===== src/sv/qey_pkg.sv =====
// shared types, constants and the arctangent table for the euler angle block
package qey_pkg;

    localparam int CORDIC_STEPS_DEF    = 16;
    localparam int ANGLE_FRAC_BITS_DEF = 8;

    localparam int TW         = 35;  // sine and cosine terms, q28
    localparam int XW         = 38;  // cordic x and y with gain headroom
    localparam int AW         = 26;  // cordic angle, q16 degrees
    localparam int CNT_W      = 5;   // step counter
    localparam int SQW        = 58;  // square root working width
    localparam int MUL_STEPS  = 9;
    localparam int SQRT_STEPS = 29;

    localparam longint DEG_GAIN_Q24 = 64'sd961263669;

    // product schedule of the shared multiplier
    localparam logic [CNT_W-1:0] P_WX = 5'd0;
    localparam logic [CNT_W-1:0] P_YZ = 5'd1;
    localparam logic [CNT_W-1:0] P_XX = 5'd2;
    localparam logic [CNT_W-1:0] P_YY = 5'd3;
    localparam logic [CNT_W-1:0] P_WY = 5'd4;
    localparam logic [CNT_W-1:0] P_ZX = 5'd5;
    localparam logic [CNT_W-1:0] P_WZ = 5'd6;
    localparam logic [CNT_W-1:0] P_XY = 5'd7;
    localparam logic [CNT_W-1:0] P_ZZ = 5'd8;

    typedef struct packed {
        logic signed [15:0] quat_w;
        logic signed [15:0] quat_x;
        logic signed [15:0] quat_y;
        logic signed [15:0] quat_z;
        logic               rezero_yaw;
    } t_in;

    typedef struct packed {
        logic signed [16:0] roll_angle;
        logic signed [15:0] pitch_angle;
        logic signed [31:0] relative_yaw;
        logic               pitch_clamped;
    } t_out;

    typedef enum logic [3:0] {
        S_IDLE, S_MUL, S_SQ, S_SQLD, S_SQRT, S_CLD, S_CORD, S_STORE, S_UPD, S_FIN
    } t_state;

    typedef enum logic [1:0] {A_ROLL, A_PITCH, A_YAW} t_ang;

    typedef struct packed {
        logic             load;
        logic             mul_en;
        logic             acc_en;
        logic             sq_en;
        logic             sqrt_ld;
        logic             sqrt_step;
        logic             cor_ld;
        logic             cor_step;
        logic             store_en;
        logic             upd_en;
        logic             out_load;
        t_ang             sel;
        logic [CNT_W-1:0] idx;
    } t_cmd;

    typedef struct packed {
        logic clamped;
    } t_sts;

    // atan(2^-i) in q16 degrees
    function automatic logic signed [AW-1:0] atan_entry(input logic [CNT_W-1:0] i);
        logic [63:0] v;
        v = '0;
        case (i)
            5'd0:    v = 64'd2949120;
            5'd1:    v = 64'd1740967;
            5'd2:    v = 64'd919879;
            5'd3:    v = 64'd466945;
            5'd4:    v = 64'd234379;
            5'd5:    v = 64'd117304;
            5'd6:    v = 64'd58666;
            5'd7:    v = 64'd29335;
            default: v = (64'(DEG_GAIN_Q24) + (64'd1 << (i + 7))) >> (i + 8);
        endcase
        return $signed(v[AW-1:0]);
    endfunction

endpackage


===== src/sv/qey_ctrl.sv =====
// sequencer for products, optional square root, up to three cordic passes and yaw update
module qey_ctrl #(
    parameter int CORDIC_STEPS = qey_pkg::CORDIC_STEPS_DEF
) (
    input  logic          i_clk,
    input  logic          i_rst_n,
    input  logic          i_valid,
    output logic          o_ready,
    output logic          o_valid,
    input  logic          i_ready,
    input  qey_pkg::t_sts i_sts,
    output qey_pkg::t_cmd o_cmd
);
    import qey_pkg::*;

    localparam logic [CNT_W-1:0] MUL_END  = CNT_W'(MUL_STEPS);
    localparam logic [CNT_W-1:0] SQRT_END = CNT_W'(SQRT_STEPS - 1);
    localparam logic [CNT_W-1:0] COR_END  = CNT_W'(CORDIC_STEPS - 1);

    t_state           r_state, n_state;
    logic [CNT_W-1:0] r_cnt, n_cnt;
    t_ang             r_sel, n_sel;
    logic             r_ovalid, n_ovalid;

    always_ff @(posedge i_clk) begin
        if (!i_rst_n) begin
            r_state  <= S_IDLE;
            r_cnt    <= '0;
            r_sel    <= A_ROLL;
            r_ovalid <= 1'b0;
        end else begin
            r_state  <= n_state;
            r_cnt    <= n_cnt;
            r_sel    <= n_sel;
            r_ovalid <= n_ovalid;
        end
    end

    always_comb begin
        n_state   = r_state;
        n_cnt     = r_cnt;
        n_sel     = r_sel;
        n_ovalid  = r_ovalid;
        o_cmd     = '0;
        o_cmd.sel = r_sel;
        o_cmd.idx = r_cnt;
        o_ready   = 1'b0;
        if (i_ready) begin
            n_ovalid = 1'b0;
        end
        case (r_state)
            S_IDLE: begin
                o_ready = 1'b1;
                if (i_valid) begin
                    o_cmd.load = 1'b1;
                    n_cnt      = '0;
                    n_state    = S_MUL;
                end
            end
            S_MUL: begin
                o_cmd.mul_en = (r_cnt != MUL_END);
                o_cmd.acc_en = (r_cnt != '0);
                if (r_cnt == MUL_END) begin
                    n_cnt   = '0;
                    n_sel   = A_ROLL;
                    n_state = i_sts.clamped ? S_CLD : S_SQ;
                end else begin
                    n_cnt = r_cnt + 1'b1;
                end
            end
            S_SQ: begin
                o_cmd.sq_en = 1'b1;
                n_state     = S_SQLD;
            end
            S_SQLD: begin
                o_cmd.sqrt_ld = 1'b1;
                n_cnt         = '0;
                n_state       = S_SQRT;
            end
            S_SQRT: begin
                o_cmd.sqrt_step = 1'b1;
                if (r_cnt == SQRT_END) begin
                    n_sel   = A_ROLL;
                    n_state = S_CLD;
                end else begin
                    n_cnt = r_cnt + 1'b1;
                end
            end
            S_CLD: begin
                o_cmd.cor_ld = 1'b1;
                n_cnt        = '0;
                n_state      = S_CORD;
            end
            S_CORD: begin
                o_cmd.cor_step = 1'b1;
                if (r_cnt == COR_END) begin
                    n_state = S_STORE;
                end else begin
                    n_cnt = r_cnt + 1'b1;
                end
            end
            S_STORE: begin
                o_cmd.store_en = 1'b1;
                case (r_sel)
                    A_ROLL: begin
                        n_sel   = i_sts.clamped ? A_YAW : A_PITCH;
                        n_state = S_CLD;
                    end
                    A_PITCH: begin
                        n_sel   = A_YAW;
                        n_state = S_CLD;
                    end
                    default: begin
                        n_state = S_UPD;
                    end
                endcase
            end
            S_UPD: begin
                o_cmd.upd_en = 1'b1;
                n_state      = S_FIN;
            end
            S_FIN: begin
                if (!r_ovalid || i_ready) begin
                    o_cmd.out_load = 1'b1;
                    n_ovalid       = 1'b1;
                    n_state        = S_IDLE;
                end
            end
            default: begin
                n_state = S_IDLE;
            end
        endcase
    end

    assign o_valid = r_ovalid;

endmodule


===== config.mk =====
export PLATFORM = sky130hd
export DESIGN_NAME = qey_ctrl
export DESIGN_NICKNAME = d
export VERILOG_FILES = /design/src/sv/qey_pkg.sv /design/src/sv/qey_ctrl.sv
export SDC_FILE = /design/constraint.sdc
export NUM_CORES = 1
export LEC_CHECK = 0
export BUFFER_PORTS_ARGS = -buffer_cell sky130_fd_sc_hd__buf_2
export CELL_PAD_IN_SITES_DETAIL_PLACEMENT = 1
export CELL_PAD_IN_SITES_GLOBAL_PLACEMENT = 1
export CORE_UTILIZATION = 38
export DETAILED_ROUTE_END_ITERATION = 8
export GPL_TIMING_DRIVEN = 0
export PLACE_DENSITY = 0.81
export REMOVE_ABC_BUFFERS = 1
export SETUP_SLACK_MARGIN = 0.2
export SLEW_MARGIN = 15
export SYNTH_ARGS = -nofsm -noshare
export SYNTH_HDL_FRONTEND = slang
export SYNTH_SLANG_ARGS = --single-unit

===== constraint.sdc =====
create_clock -name i_clk -period 1.8 [get_ports i_clk]
set_input_delay 0.27 -clock i_clk [delete_from_list [all_inputs] [get_ports i_clk]]
set_output_delay 0.27 -clock i_clk [all_outputs]
set_load 0.05 [all_outputs]

==> results.md <==
* Outcome: finished, final reports clean
* Worst Path Arrival at between 1000 and 1500 ps
* # clock sinks at 12
* Iter 0 DRT Violations at 30
* Worst skew pair latency at 290 ps
* Final Hold Fails at 0
* Pwr dens at between 700 and 800 nW/um^2
* Clock Skews at around 9.1 ps
* Vias/cell at approximately 6
* Critical-path cell list: inv_4 -> ha_4 -> nor4b_4 -> nor3_1 -> buf_4
* CP delay by family, top: flip-flops
* Total gr overflow at 0
* Leak pwr at approximately 0.63 nW
* Ports at 25
* Clock transition at the registers of the reported paths at 90 ps
* Fin area at between 1500 and 2000 um^2
* Wire per inst at between 15 and 20 um
* Post-layout net count at 177
* Share of layout cells above drive strength 1 at 0.545
* Most frequent cells in the layout: buf_4, nor2_1, buf_2
* Vias at roughly 1200
* Remaining antenna violation count at 0
* Largest net degree at the start of global routing at 19
* Fillers at slightly below 300
* Synthesized flop and latch total at 12
* Initial antenna violation count at 0
* IO buf count at 24
* Util after Layout at 0.627
* CP endpoint kind: primary output
* CTS Buffer Depth at 2
* Worst r2r path cells at 7
* Crit path depth at 5
* Sequential fraction of design power at 0.277
* Most used DFF post-synth: dfxtp_1
* TritonCTS buffer count at 3
* Critical Path Max Stage Delay at roughly 390 ps
* Area occupied by multi-input gates at between 800 and 900 um^2
* Setup WS post-layout at 140 ps
* Worst Tran Pin Value at between 300 and 400 ps
* Worst Hold Depth at 3
* Startpoint Class: register
* Placed cell count at between 150 and 200
* Clock root cell: clkbuf_4
* Drt pass-1 iters at 4
* Critical Path RT at around 1500 ps
* Setup WS pre-CTS at -51.1 ps
* EDFF count, synth at 0
* Non-filler cells, final at 197
* Mean Syn Cell Area at 7.95 um^2
* Ys Warns at 0
* FF/Latch Area at 265 um^2
* Mapped Area at 1010 um^2
* Final Max Slew Viols at 0
* Int Pwr at between 0.6 and 0.7 mW
* Vias in the first global route at ~1100
* Cells after Synth at ~130
* Commonest non-fill, non-tap cell in the layout: buf_4
* Power consumption at roughly 1.2 mW
* Post-synth cell types at 49
* Max IR drop VDD at roughly 640 uV
* Synth top area share at 0.238
* CTS tree: yes
* MaxCap Viol Count at 0
* Unrepaired setup endpoints after global routing: true
* Tmin final at approximately 1700 ps
* Sw Pwr at between 0.5 and 0.6 mW
* Placed instance area at ~1100 um^2
* Post-route DRC at 0
* Post-synth ARST share at 0
* Post-DP HPWL at approximately 2200 um
* Top cells by area, synth: dfxtp_1, ha_1, nor2_1
* CP max-delay cell: dfxtp_4
* CTS H-Tree Depth at 1
* HP Class: input pin to register
* First-pass GRT wire length at 5320 um
* Critical path type: register to primary output
* DIE WIDTH at roughly 54 um
* Finish-stage setup viols at 0
* Post-synthesis sequential area ratio at 0.238
* Area delta synth->final at 55.1%
* Gate power share at 0.535
* CTS Hold Bufs at 0
* RD Place Congestion at slightly below 0.9
* Clock network power share at 0.188
* Die height at 53.5 um
* Area leader, netlist: dfxtp_1
* Period Utilization, post-route at 0.922
* Peak Freq at about 600 MHz
* Aggregate global-route resource usage at 0.262
* Die footprint at between 2000 and 3000 um^2
* Crit path buffers/inverters at 2
* Row cnt at 18
* Final antenna diode count at 0
* Critical-path maximum fanout at 4
* CORE AREA at 2500 um^2
* Sw Ratio at 0.432
* Initial core utilization at 0.404
* Final WL at approximately 3800 um
* Rel. slew slack at 0.756
[cells in the mapped netlist (3+ instances only)]
| library cell | count |
|---|---|
| nor3_1 | 3 |
| o21ai_0 | 5 |
| a21oi_1 | 8 |
| nand3_1 | 3 |
| dfxtp_1 | 12 |
| inv_1 | 9 |
| nor2_1 | 13 |
| buf_2 | 4 |
| nand4_1 | 4 |
| a31oi_1 | 3 |
| nand2_1 | 6 |
| nand2b_1 | 6 |
| o22ai_1 | 4 |
| ha_1 | 4 |
[metal layers]
| layer | GRT usage | vias to the layer above | wire [um] |
|---|---|---|---|
| met3 | 0.0508 | 2 | 102 |
| met1 | 0.290 | 584 | 1600 |
| met5 | 0 | - | 0 |
| met4 | 0.0746 | 0 | 13 |
| met2 | 0.498 | 22 | 2080 |
| li1 | - | 559 | - |
[kinds of logic after synthesis]
group                      Yosys count  synth area share
and+or+nand+nor                     55             0.321
buffers and inverters               15            0.0719
muxes                                1           0.00991
AOI/OAI and AO/OA                   40             0.310
DFF                                 12             0.238
adders and majority gates            4            0.0496
[sequential cells by signal, summed over array words and instances, names as in the netlist]
signal,count
o_valid,1
r_cnt,5
r_state,4
r_sel,2
[layout make-up]
class / count / area share
Multi-Input combinational cell: 100 / 0.558
Clock buffer: 4 / 0.0232
Timing Repair Buffer: 42 / 0.201
Tap cell: 30 / 0.0240
Sequential cell: 12 / 0.169
Inverter: 9 / 0.0248
[stage by stage]
step	hold WS (ps)	setup TNS (ps)
2_1_floorplan	386	-2570
3_3_place_gp	519	-25.8
3_5_place_dp	539	-106
4_1_cts	264	0
5_1_grt	274	0
6_report	276	0
[what timing repair did]
action	4_1_cts	5_1_grt
pin swaps	6	13
resized for setup	53	22
setup buffers	10	8
endpoints found under the setup margin	23	22
[power groups by stage]
| stage | clock [mW] | sequential (mW) | combinational [mW] |
|---|---|---|---|
| 2_1_floorplan | 0 | 0.358 | 0.318 |
| 3_3_place_gp | 0 | 0.343 | 0.423 |
| 3_5_place_dp | 0 | 0.346 | 0.432 |
| 4_1_cts | 0.233 | 0.337 | 0.558 |
| 5_1_grt | 0.242 | 0.342 | 0.694 |
| 6_report | 0.229 | 0.338 | 0.653 |
[worst paths after layout]
kind	start	to	slack, ps
worst max-delay path	r_cnt[1]	o_cmd[15]	140
worst min-delay path	i_rst_n	r_state[3]	280
worst max register to register	r_cnt[1]	r_cnt[2]	150
worst min register to register	r_cnt[0]	r_cnt[0]	570
[tightest hold or removal path: stages]
cell	delay [ps]
buf_2	140
nand2_1	70
a21oi_1	40
Power figures use the tool's default switching activity.
